$ cat src/sv/pedal_to_motor_drive_mapper_macros.svh
// Assertion macros shared by the pedal mapper RTL.
`ifndef PEDAL_TO_MOTOR_DRIVE_MAPPER_MACROS_SVH
`define PEDAL_TO_MOTOR_DRIVE_MAPPER_MACROS_SVH

// Clocked check, held off while reset is asserted.
`define PMD_ASSERT(lbl, prop, msg) \
  lbl: assert property (@(posedge clk_i) disable iff (!rst_ni) (prop)) else $error(msg);

// Clocked check that also runs during reset.
`define PMD_ASSERT_ALWAYS(lbl, prop, msg) \
  lbl: assert property (@(posedge clk_i) (prop)) else $error(msg);

`endif

$ cat src/sv/pmd_pkg.sv
// Shared types, widths and codes for the pedal to motor drive mapper.
package pmd_pkg;

  localparam int SAMPLE_BITS = 10;
  localparam int DUTY_BITS   = 8;
  localparam int PROD_BITS   = SAMPLE_BITS + DUTY_BITS;
  localparam int CNT_BITS    = $clog2(DUTY_BITS);
  localparam int CFG_BITS    = (SAMPLE_BITS > DUTY_BITS) ? SAMPLE_BITS : DUTY_BITS;
  localparam int CFG_IDX_BITS = 2;

  // register indexes
  localparam logic [CFG_IDX_BITS-1:0] REG_OFF_THRESHOLD = 2'd0;
  localparam logic [CFG_IDX_BITS-1:0] REG_FULL_POINT    = 2'd1;
  localparam logic [CFG_IDX_BITS-1:0] REG_MIN_DUTY      = 2'd2;
  localparam logic [CFG_IDX_BITS-1:0] REG_MAX_DUTY      = 2'd3;

  // reset values
  localparam logic [SAMPLE_BITS-1:0] RST_OFF_THRESHOLD = SAMPLE_BITS'(205);
  localparam logic [SAMPLE_BITS-1:0] RST_FULL_POINT    = SAMPLE_BITS'(767);
  localparam logic [DUTY_BITS-1:0]   RST_MIN_DUTY      = DUTY_BITS'(127);
  localparam logic [DUTY_BITS-1:0]   RST_MAX_DUTY      = DUTY_BITS'(255);

  // override modes
  localparam logic [1:0] MODE_ANALOG = 2'd0;
  localparam logic [1:0] MODE_FWD    = 2'd1;
  localparam logic [1:0] MODE_REV    = 2'd2;
  localparam logic [1:0] MODE_STOP   = 2'd3;

  // LED codes
  localparam logic [1:0] LED_IDLE = 2'd0;
  localparam logic [1:0] LED_FWD  = 2'd1;
  localparam logic [1:0] LED_REV  = 2'd2;
  localparam logic [1:0] LED_BOTH = 2'd3;

  // command characters (upper case)
  localparam logic [7:0] CMD_FWD    = 8'h46; // F
  localparam logic [7:0] CMD_REV    = 8'h52; // R
  localparam logic [7:0] CMD_STOP   = 8'h53; // S
  localparam logic [7:0] CMD_ANALOG = 8'h41; // A
  localparam logic [7:0] CHAR_LC_A  = 8'h61;
  localparam logic [7:0] CHAR_LC_Z  = 8'h7A;
  localparam logic [7:0] CASE_DELTA = 8'h20;

  typedef struct packed {
    logic [SAMPLE_BITS-1:0] off_threshold;
    logic [SAMPLE_BITS-1:0] full_point;
    logic [DUTY_BITS-1:0]   min_duty;
    logic [DUTY_BITS-1:0]   max_duty;
  } pmd_cfg_t;

  typedef struct packed {
    logic                 done;
    logic [DUTY_BITS-1:0] duty;
  } pmd_lane_st_t;

  typedef struct packed {
    logic [DUTY_BITS-1:0] fwd_duty;
    logic [DUTY_BITS-1:0] rev_duty;
    logic [1:0]           led_state;
    logic [1:0]           mode;
  } pmd_res_t;

  // Override mode after an optional command byte; case-insensitive match.
  function automatic logic [1:0] pmd_next_mode(logic [1:0] mode, logic cmd_valid,
                                               logic [7:0] cmd_byte);
    logic [7:0] c;
    logic [1:0] m;
    c = cmd_byte;
    m = mode;
    if (c inside {[CHAR_LC_A:CHAR_LC_Z]}) begin
      c = c - CASE_DELTA;
    end
    if (cmd_valid) begin
      case (c)
        CMD_FWD:    m = MODE_FWD;
        CMD_REV:    m = MODE_REV;
        CMD_STOP:   m = MODE_STOP;
        CMD_ANALOG: m = MODE_ANALOG;
        default:    m = mode;
      endcase
    end
    return m;
  endfunction

endpackage

$ cat src/sv/pmd_lane.sv
// One pedal lane: threshold check, multiply, then a bit-per-cycle restoring divide.
`include "pedal_to_motor_drive_mapper_macros.svh"

module pmd_lane (
  input  logic                           clk_i,
  input  logic                           rst_ni,
  input  logic                           start_i,
  input  logic [pmd_pkg::SAMPLE_BITS-1:0] sample_i,
  input  pmd_pkg::pmd_cfg_t              cfg_i,
  output pmd_pkg::pmd_lane_st_t          st_o
);
  import pmd_pkg::*;

  localparam logic [1:0] L_IDLE = 2'd0;
  localparam logic [1:0] L_MUL  = 2'd1;
  localparam logic [1:0] L_DIV  = 2'd2;
  localparam logic [1:0] L_DONE = 2'd3;
  localparam logic [CNT_BITS-1:0] CNT_LAST = CNT_BITS'(DUTY_BITS - 1);

  logic [1:0]             state_q, state_d;
  logic [CNT_BITS-1:0]    cnt_q, cnt_d;
  logic [SAMPLE_BITS-1:0] diff_q, span_q, rem_q, rem_d;
  logic [DUTY_BITS-1:0]   dd_q, lo_q, lo_d, res_q, res_d;
  logic                   down_q;
  logic [PROD_BITS-1:0]   mag;
  logic [SAMPLE_BITS:0]   trial, trial_sub;
  logic                   qbit;
  logic [DUTY_BITS-1:0]   q_next;

  assign mag       = PROD_BITS'(diff_q) * PROD_BITS'(dd_q);
  assign trial     = {rem_q, lo_q[DUTY_BITS-1]};
  assign trial_sub = trial - {1'b0, span_q};
  assign qbit      = (trial >= {1'b0, span_q});
  assign q_next    = {lo_q[DUTY_BITS-2:0], qbit};

  always_comb begin
    state_d = state_q;
    cnt_d   = cnt_q;
    rem_d   = rem_q;
    lo_d    = lo_q;
    res_d   = res_q;
    case (state_q)
      L_MUL: begin
        rem_d   = mag[PROD_BITS-1:DUTY_BITS];
        lo_d    = mag[DUTY_BITS-1:0];
        cnt_d   = '0;
        state_d = L_DIV;
      end
      L_DIV: begin
        rem_d = qbit ? trial_sub[SAMPLE_BITS-1:0] : trial[SAMPLE_BITS-1:0];
        lo_d  = q_next;
        cnt_d = cnt_q + 1'b1;
        if (cnt_q == CNT_LAST) begin
          res_d   = down_q ? (cfg_i.min_duty - q_next) : (cfg_i.min_duty + q_next);
          state_d = L_DONE;
        end
      end
      default: ;
    endcase
    // a new word restarts the lane from idle or done
    if (start_i) begin
      if (sample_i < cfg_i.off_threshold) begin
        res_d   = '0;
        state_d = L_DONE;
      end else if (sample_i >= cfg_i.full_point) begin
        res_d   = cfg_i.max_duty;
        state_d = L_DONE;
      end else begin
        state_d = L_MUL;
      end
    end
  end

  always_ff @(posedge clk_i or negedge rst_ni) begin
    if (!rst_ni) begin
      state_q <= L_IDLE;
      cnt_q   <= '0;
    end else begin
      state_q <= state_d;
      cnt_q   <= cnt_d;
    end
  end

  always_ff @(posedge clk_i) begin
    rem_q <= rem_d;
    lo_q  <= lo_d;
    res_q <= res_d;
    if (start_i) begin
      diff_q <= sample_i - cfg_i.off_threshold;
      span_q <= cfg_i.full_point - cfg_i.off_threshold;
      down_q <= (cfg_i.min_duty > cfg_i.max_duty);
      dd_q   <= (cfg_i.min_duty > cfg_i.max_duty) ? (cfg_i.min_duty - cfg_i.max_duty)
                                                  : (cfg_i.max_duty - cfg_i.min_duty);
    end
  end

  assign st_o.done = (state_q == L_DONE);
  assign st_o.duty = res_q;

  `PMD_ASSERT(a_start_when_free, start_i |-> (state_q == L_IDLE || state_q == L_DONE),
              "lane started while busy")
  `PMD_ASSERT(a_rem_below_span, state_q == L_DIV |-> rem_q < span_q,
              "partial remainder not below span")
  `PMD_ASSERT(a_done_holds, (state_q == L_DONE && !start_i) |=> state_q == L_DONE,
              "lane dropped done without a new word")

endmodule

$ cat src/sv/pmd_merge.sv
// Merge stage: applies override mode and forward priority to the lane duties.
module pmd_merge (
  input  logic [1:0]                    mode_i,
  input  logic [pmd_pkg::DUTY_BITS-1:0] fwd_duty_i,
  input  logic [pmd_pkg::DUTY_BITS-1:0] rev_duty_i,
  output pmd_pkg::pmd_res_t             res_o
);
  import pmd_pkg::*;

  logic fwd_on, rev_on;

  assign fwd_on = (fwd_duty_i != '0);
  assign rev_on = (rev_duty_i != '0);

  always_comb begin
    res_o.fwd_duty  = '0;
    res_o.rev_duty  = '0;
    res_o.led_state = LED_IDLE;
    res_o.mode      = mode_i;
    case (mode_i)
      MODE_FWD: begin
        res_o.fwd_duty  = '1;
        res_o.led_state = LED_FWD;
      end
      MODE_REV: begin
        res_o.rev_duty  = '1;
        res_o.led_state = LED_REV;
      end
      MODE_ANALOG: begin
        // forward wins when both pedals are pressed
        if (fwd_on) begin
          res_o.fwd_duty  = fwd_duty_i;
          res_o.led_state = rev_on ? LED_BOTH : LED_FWD;
        end else if (rev_on) begin
          res_o.rev_duty  = rev_duty_i;
          res_o.led_state = LED_REV;
        end
      end
      default: ;
    endcase
  end

endmodule

$ cat src/sv/pedal_to_motor_drive_mapper.sv
// Top level: maps two pedal samples and a command byte to motor duty values.
//
// Input channel (in_valid_i/in_ready_o) takes one word at a time: an optional
// command byte and forward/reverse pedal samples. Output channel
// (out_valid_o/out_ready_i) returns one word per input: both duties, the LED
// code and the override mode after the command.
// Config: cfg_we_i writes cfg_data_i into register cfg_idx_i (0 off threshold,
// 1 full point, 2 min duty, 3 max duty); write only while idle.
// Two identical lanes, one per pedal, run in parallel; each does a threshold
// check, a 10x8 multiply and a restoring divide of 8 steps. A merge stage then
// applies the override mode and forward priority.
// Path from input accept to output: a word outside the ramp goes straight
// to the output load; an interpolating one passes multiply, 8 divide steps,
// output load and handoff. One word is worked at a time; the next input is
// taken only once the last has been loaded into the output register.
// The output register holds a finished word; a new input word is accepted
// while it waits. If the receiver stalls, the next result stays in the
// lanes and in_ready_o stays low until the output register frees up.
// Reset: override mode returns to analog, registers to 205/767/127/255,
// both channels go empty.
`include "pedal_to_motor_drive_mapper_macros.svh"

module pedal_to_motor_drive_mapper (
  input  logic                             clk_i,
  input  logic                             rst_ni,
  // config write port
  input  logic                             cfg_we_i,
  input  logic [pmd_pkg::CFG_IDX_BITS-1:0] cfg_idx_i,
  input  logic [pmd_pkg::CFG_BITS-1:0]     cfg_data_i,
  // input word
  input  logic                             in_valid_i,
  output logic                             in_ready_o,
  input  logic                             cmd_valid_i,
  input  logic [7:0]                       cmd_byte_i,
  input  logic [pmd_pkg::SAMPLE_BITS-1:0]  fwd_sample_i,
  input  logic [pmd_pkg::SAMPLE_BITS-1:0]  rev_sample_i,
  // output word
  output logic                             out_valid_o,
  input  logic                             out_ready_i,
  output logic [pmd_pkg::DUTY_BITS-1:0]    fwd_duty_o,
  output logic [pmd_pkg::DUTY_BITS-1:0]    rev_duty_o,
  output logic [1:0]                       led_state_o,
  output logic [1:0]                       mode_out_o
);
  import pmd_pkg::*;

  pmd_cfg_t     cfg_q;
  logic [1:0]   mode_q;
  logic         busy_q;
  logic         out_valid_q;
  pmd_res_t     out_q, merged;
  pmd_lane_st_t fwd_st, rev_st;
  logic         accept, load;

  assign in_ready_o = !busy_q;
  assign accept     = in_valid_i && in_ready_o;
  // lanes finished and output register free (or being drained)
  assign load       = busy_q && fwd_st.done && rev_st.done && (!out_valid_q || out_ready_i);

  // config registers
  always_ff @(posedge clk_i or negedge rst_ni) begin
    if (!rst_ni) begin
      cfg_q.off_threshold <= RST_OFF_THRESHOLD;
      cfg_q.full_point    <= RST_FULL_POINT;
      cfg_q.min_duty      <= RST_MIN_DUTY;
      cfg_q.max_duty      <= RST_MAX_DUTY;
    end else if (cfg_we_i) begin
      case (cfg_idx_i)
        REG_OFF_THRESHOLD: cfg_q.off_threshold <= cfg_data_i[SAMPLE_BITS-1:0];
        REG_FULL_POINT:    cfg_q.full_point    <= cfg_data_i[SAMPLE_BITS-1:0];
        REG_MIN_DUTY:      cfg_q.min_duty      <= cfg_data_i[DUTY_BITS-1:0];
        REG_MAX_DUTY:      cfg_q.max_duty      <= cfg_data_i[DUTY_BITS-1:0];
        default: ;
      endcase
    end
  end

  // mode update happens at accept; mode_q then rides with the word
  always_ff @(posedge clk_i or negedge rst_ni) begin
    if (!rst_ni) begin
      mode_q      <= MODE_ANALOG;
      busy_q      <= 1'b0;
      out_valid_q <= 1'b0;
    end else begin
      if (accept) begin
        mode_q <= pmd_next_mode(mode_q, cmd_valid_i, cmd_byte_i);
        busy_q <= 1'b1;
      end else if (load) begin
        busy_q <= 1'b0;
      end
      if (load) begin
        out_valid_q <= 1'b1;
      end else if (out_ready_i) begin
        out_valid_q <= 1'b0;
      end
    end
  end

  always_ff @(posedge clk_i) begin
    if (load) begin
      out_q <= merged;
    end
  end

  pmd_lane u_fwd_lane (
    .clk_i    (clk_i),
    .rst_ni   (rst_ni),
    .start_i  (accept),
    .sample_i (fwd_sample_i),
    .cfg_i    (cfg_q),
    .st_o     (fwd_st)
  );

  pmd_lane u_rev_lane (
    .clk_i    (clk_i),
    .rst_ni   (rst_ni),
    .start_i  (accept),
    .sample_i (rev_sample_i),
    .cfg_i    (cfg_q),
    .st_o     (rev_st)
  );

  pmd_merge u_merge (
    .mode_i     (mode_q),
    .fwd_duty_i (fwd_st.duty),
    .rev_duty_i (rev_st.duty),
    .res_o      (merged)
  );

  assign out_valid_o = out_valid_q;
  assign fwd_duty_o  = out_q.fwd_duty;
  assign rev_duty_o  = out_q.rev_duty;
  assign led_state_o = out_q.led_state;
  assign mode_out_o  = out_q.mode;

  `PMD_ASSERT(a_one_motor_dir, out_valid_o |-> (fwd_duty_o == '0 || rev_duty_o == '0),
              "both motor directions driven")
  `PMD_ASSERT(a_stop_led_idle, (out_valid_o && mode_out_o == MODE_STOP) |->
              led_state_o == LED_IDLE, "stop mode with lit LED")
  `PMD_ASSERT(a_one_in_flight, accept |=> !in_ready_o,
              "second word accepted while one is in work")

endmodule

$ cat config.mk
export PLATFORM = sky130hd
export DESIGN_NAME = pedal_to_motor_drive_mapper
export DESIGN_NICKNAME = d
export VERILOG_FILES = /design/src/sv/pmd_pkg.sv /design/src/sv/pmd_lane.sv /design/src/sv/pmd_merge.sv /design/src/sv/pedal_to_motor_drive_mapper.sv
export VERILOG_INCLUDE_DIRS = /design/src /design/src/sv
export SDC_FILE = /design/constraint.sdc
export NUM_CORES = 1
export LEC_CHECK = 0
export ABC_AREA = 1
export BUFFER_PORTS_ARGS = -buffer_cell sky130_fd_sc_hd__buf_4
export CORE_AREA = 8 8 222 224
export DETAILED_ROUTE_END_ITERATION = 16
export DIE_AREA = 0 0 230 232
export GPL_TIMING_DRIVEN = 0
export PLACE_DENSITY_LB_ADDON = 0.2
export SLEW_MARGIN = 20
export SYNTH_ARGS = -nofsm -noshare
export SYNTH_HDL_FRONTEND = slang
export SYNTH_SLANG_ARGS = --single-unit
$ cat constraint.sdc
create_clock -name clk_i -period 9 [get_ports clk_i]
set_input_delay 0.9 -clock clk_i [delete_from_list [all_inputs] [get_ports clk_i]]
set_output_delay 0.9 -clock clk_i [all_outputs]
set_load 0.01 [all_outputs]
# After elaboration in Yosys (flattened, before gate mapping)
# Index checks and enable logic that the tools add are counted.
# Widths: inputs -> output; s select.
[totals] wordCells=142 in_bits=46 out_inout_bits=22 regBits=161
[classes] magnitude_cmp=9 mux=46 n_eq_ne=19 n_reduce_logical=26 multipliers=2 n_addsub=14
[ops] cell="$mux 8" n=17
[ops] cell="$pmux 8 s2" n=4
[ops] cell="$sub 10x10->10" n=5
[ops] cell="$pmux 10 s2" n=2
[ops] cell="$mul 10x8->18" n=2
[ops] cell="$eq 8x7->1 const B" n=4
[ops] cell="$sub 8x8->8" n=4
[ops] cell="$mux 10" n=3
[ops] cell="$ge 11x10->1" n=2
[ops] cell="$ge 10x10->1" n=2
[ops] cell="$lt 10x10->1" n=2
[ops] cell="$mux 2" n=10
[ops] cell="$add 8x8->8" n=2
[ops] cell="$reduce_bool 8->1" n=2
[ops] cell="$eq 2x2->1 const B" n=7
[ops] cell="$pmux 3 s2" n=2
[ops] cell="$reduce_and 2->1" n=6
[ops] cell="$eq 2x1->1 const B" n=4
[ops] cell="$ge 8x7->1 const B" n=1
[ops] cell="$gt 8x8->1" n=1
[ops] cell="$le 8x7->1 const B" n=1
[ops] cell="$pmux 2 s2" n=2
[ops] cell="$pmux 2 s4" n=1
[ops] cell="$reduce_bool 2->1" n=4
[ops] cell="13 further kinds" n=26

# Longest topological paths before layout
[depth] ltp_word=8 depth_mapped=27

# Cells and area by module
# From an unflattened synthesis, not the netlist that was laid out.
[unflattened] hier_cells=2361 hier_area_um2=18433.9
[by_module_without_submodules] module="pmd_lane (u_fwd_lane)" seq_area_each_um2=1696.6 area_per_inst_um2=7947.6 cells_per_inst=1041 instances=1
[by_module_without_submodules] module="pmd_lane (u_rev_lane)" seq_area_each_um2=1696.6 area_per_inst_um2=7837.5 cells_per_inst=1031 instances=1
[by_module_without_submodules] module="pedal_to_motor_drive_mapper" seq_area_each_um2=1637.8 area_per_inst_um2=2318.5 cells_per_inst=216 instances=1
[by_module_without_submodules] module="pmd_merge" seq_area_each_um2=0.0 area_per_inst_um2=330.3 cells_per_inst=73 instances=1

# Least setup slack after synthesis
# No wires, ideal clock.
[synth_path] path_kind="reg-to-reg" start="register, netlist name u_fwd_lane.dd_q[7]" end="register u_rev_lane.rem_q[9], data pin" setup_slack_ps=4500 required_ps=8742 path_stages_with_launch=23 period_less_slack_ps=4500 setup_time_ps=258 arrival_ps=4242 cell_sequence="edfxtp_1 clkbuf_1 nand2_1 inv_1 fa_1 inv_1 fa_1 inv_1 fa_1 inv_1 fa_1 inv_1 ha_1 a21oi_1 o21ai_1 a21oi_1 inv_2 a21oi_1 inv_1 nand4_1 nand2_1 nor2_1 o21ai_1"
[synth_lines] element="end signal: assignment" line_no="pmd_lane.sv:85" rtl="rem_q <= rem_d;"
[synth_lines] element="end: declaration" line_no="pmd_lane.sv:22" rtl="logic [SAMPLE_BITS-1:0] diff_q, span_q, rem_q, rem_d;"

==> metrics <==
run status=complete, no violations; cell breakdown of the critical path=clkbuf_1 -> nand2_1 -> fa_1 -> inv_1 -> fa_1 -> inv_1 -> fa_1 -> fa_1 -> inv_1 -> ha_1 -> a21oi_1 -> o21ai_1 -> a21oi_1 -> inv_2 -> a21oi_1 -> inv_1 -> nand4_1 -> nand2_1 -> nor2_1 -> o21ai_1; final worst path period share=58.69%; maximum clock rate=189.3 MHz; clock root buffer master=sky130_fd_sc_hd__clkbuf_16; port bufs=67; fraction of synthesized cell area taken by the top area cell type=18.04%; All-Layer GR Usage=16.37%; destination of the worst register-to-register timing path=u_rev_lane.rem_q[9]; total count of max-transition violations in the final report=0; area added between synthesis and finish=11.58%; number of buffers and inverters on the critical path=6; Via Count=12.91k; worst max-slew margin expressed relative to the limit=29.45%; die height=232 um; endpoint type of the worst setup path=register; CP max-delay cell=sky130_fd_sc_hd__clkbuf_1; CORE AREA=45860 um^2; Initial Util=34.49%; final hold violations=0; met3 wire len=1808 um; layout cells sized above 1=8.719%; cell class contributing the biggest share of worst-path delay=adder cells; cell type contributing the most total cell area after synthesis=sky130_fd_sc_hd__edfxtp_1; overall overflow remaining after global route=0; TritonCTS sink count=161; reg-to-reg setup timing slack=3.72 ns; antenna violations before repair=0; count of mapped cells out of synthesis=1976; number of instances resized during post-cts repair=0; uppermost signal routing layer after detailed routing=met4; Crit path required time=9.21 ns; total of hold buffers inserted after clock tree synthesis=0; reg-to-reg critical path startpoint=u_fwd_lane.dd_q[7]; Seq/Total Area, Yosys=28.20%; worst hold path type=register to register; number of iterations in the first detailed-routing pass=6; Slew @ Worst Pin=1.053 ns; average footprint of a synthesized cell=8.004 um^2; count of cells along the worst register-to-register path=20; count of warnings emitted by yosys=0; number of placement rows=79; biggest cell delay along the critical path=0.56 ns; Via-to-Cell Ratio=4.812; worst setup path startpoint=u_fwd_lane.dd_q[7]; total number of cells along the worst setup path=20; Worst Skew=0.01442 ns; met2 routed WL=20270 um; first-iteration detailed-routing DRC count=764; via count of the first global-routing pass=13.26k; Longest Clk Path Bufs=2; number of primary I/O pins=68; final setup TNS=0 ns; antenna fix cells=0; hold path startpoint=u_fwd_lane.cnt_q[0]; largest cells by area after synthesis=sky130_fd_sc_hd__edfxtp_1 18%, sky130_fd_sc_hd__ha_1 15%, sky130_fd_sc_hd__fa_1 13%, sky130_fd_sc_hd__nand2_1 10%, sky130_fd_sc_hd__inv_1 9.3%; width of the die=230 um; total wirelength of the detailed-routed design=43040 um; clock slew at reported path FFs=0.07 ns; Post-DP HPWL=35560 um; number of endpoints failing setup at the final stage=0; Clk Latency, worst-skew pair=0.45 ns; number of buffers inserted to repair setup after CTS=0; Data arrival, critical path=5.49 ns; die footprint=53360 um^2; count of unresolved DRC violations after routing=0; first-pass GRT wire length=69590 um; crit path time final=5.282 ns; commonest cells after routing, fill and taps aside=434 x sky130_fd_sc_hd__nand2_1, 392 x sky130_fd_sc_hd__inv_1, 187 x sky130_fd_sc_hd__ha_1, 137 x sky130_fd_sc_hd__a21oi_1, 105 x sky130_fd_sc_hd__fa_1; net total in the final layout=2401; Setup crit start kind=register; post-synthesis instance area=15820 um^2; number of flip-flops and latches in the synthesized netlist=161; post-synth cell types=55; maximum capacitance violations=0; Core Util, Final=38.48%; classification of the worst setup path=register to register; TritonCTS clock tree=done; maximum net fanout on the critical path=10; capturing instance or port of the critical path=u_rev_lane.rem_q[9]; pin count of the biggest net entering global routing=51; CTS HTree Levels=4; final weighted congestion in routability-driven placement=0.8811; number of buffers created by CTS=17; routed length on met1=19500 um; Final ANT Viol Nets=0; leading cell type in the layout, fill and taps excluded=sky130_fd_sc_hd__nand2_1; routed wire length per instance=16.04 um; RSZ-0062 raised after global routing=no; synthesized net count=2314
cell usage after synthesis (all sizes together):
master / n
nand2: 442
buf: 4
a21o: 6
dfstp: 29
o211ai: 4
fa: 105
nor3: 8
o2111ai: 3
o21a: 3
a31o: 1
dfxtp: 16
o221ai: 1
nor4: 4
or4: 1
dfrtp: 21
or2: 5
nand3b: 6
a31oi: 11
edfxtp: 95
a21boi: 2
ha: 187
xnor2: 26
and2: 2
nand3: 57
a311oi: 1
clkbuf: 54
a21oi: 137
o21bai: 5
a211oi: 5
o31ai: 8
a211o: 1
clkinv: 4
nor3b: 2
nor2: 99
nand4: 9
inv: 405
mux2i: 1
a22oi: 2
o21ai: 155
o22ai: 6
xor2: 42
a221oi: 1
flip-flops by register name, indices dropped and copies added (netlist names), 2 cells and up:
signal / cells
cfg_q: 36
u_fwd_lane.diff_q: 10
u_fwd_lane.rem_q: 10
u_fwd_lane.span_q: 10
u_rev_lane.diff_q: 10
u_rev_lane.rem_q: 10
fwd_duty_o: 8
rev_duty_o: 8
u_fwd_lane.dd_q: 8
u_fwd_lane.lo_q: 8
u_fwd_lane.res_q: 8
u_rev_lane.lo_q: 8
u_rev_lane.res_q: 8
u_fwd_lane.cnt_q: 3
u_rev_lane.cnt_q: 3
led_state_o: 2
mode_out_o: 2
mode_q: 2
u_fwd_lane.state_q: 2
u_rev_lane.state_q: 2
per-layer routing:
layer,global-route usage [%],up-vias
met5,0,-
met4,5.999,0
met3,2.907,65
met2,27.74,244
met1,20.73,6122
li1,-,6480
layout make-up:
cell class | count | area, um^2
clock buffer | 20 | 456.7
sequential | 161 | 4461
timing repair buffer | 68 | 514.2
buffer | 58 | 264.0
inverter | 409 | 1538
multi-input combinational | 1348 | 9560
fill | 4898 | 28220
clock inverter | 12 | 95.09
tap | 607 | 759.5
kinds of logic (layout without fill, tap and decap cells):
| logic type | count (synthesis) | after routing | share of synthesized area (%) |
|---|---|---|---|
| xor+xnor | 68 | 68 | 3.813 |
| fa+ha+maj | 292 | 292 | 28.08 |
| buf+inv | 467 | 567 | 11.37 |
| flops | 161 | 161 | 28.20 |
| simple gates | 635 | 635 | 16.30 |
| compound gates | 352 | 352 | 12.17 |
| mux | 1 | 1 | 0.06329 |
worst min-delay path by stage:
| stage | end | slack, ns | cells after the start |
|---|---|---|---|
| after CTS | u_fwd_lane.cnt_q[0] | 0.49 | 1 |
| after global placement | u_rev_lane.cnt_q[1] | 0.47 | 2 |
| after detailed placement | u_rev_lane.cnt_q[0] | 0.47 | 1 |
| final | u_fwd_lane.cnt_q[0] | 0.48 | 1 |
| after global routing | cfg_q[34] | 0.51 | 2 |
| after floorplan | u_fwd_lane.cnt_q[0] | 0.45 | 1 |
metrics by stage:
step / worst slack [ns] / instances / hold WS [ns] / area [um^2]
after CTS: 3.615 / 2683 / 0.4882 / 17650
final: 3.718 / 2683 / 0.4838 / 17650
after floorplan: 4.500 / 1976 / 0.4487 / 15820
after global routing: 3.322 / 2683 / 0.5070 / 17650
after global placement: 3.652 / 2650 / 0.4678 / 17080
after detailed placement: 3.592 / 2651 / 0.4747 / 17100
Power is left out: the tool's default activity adds up to more than one toggle a clock period on the data nets, which glitch-free logic cannot reach.
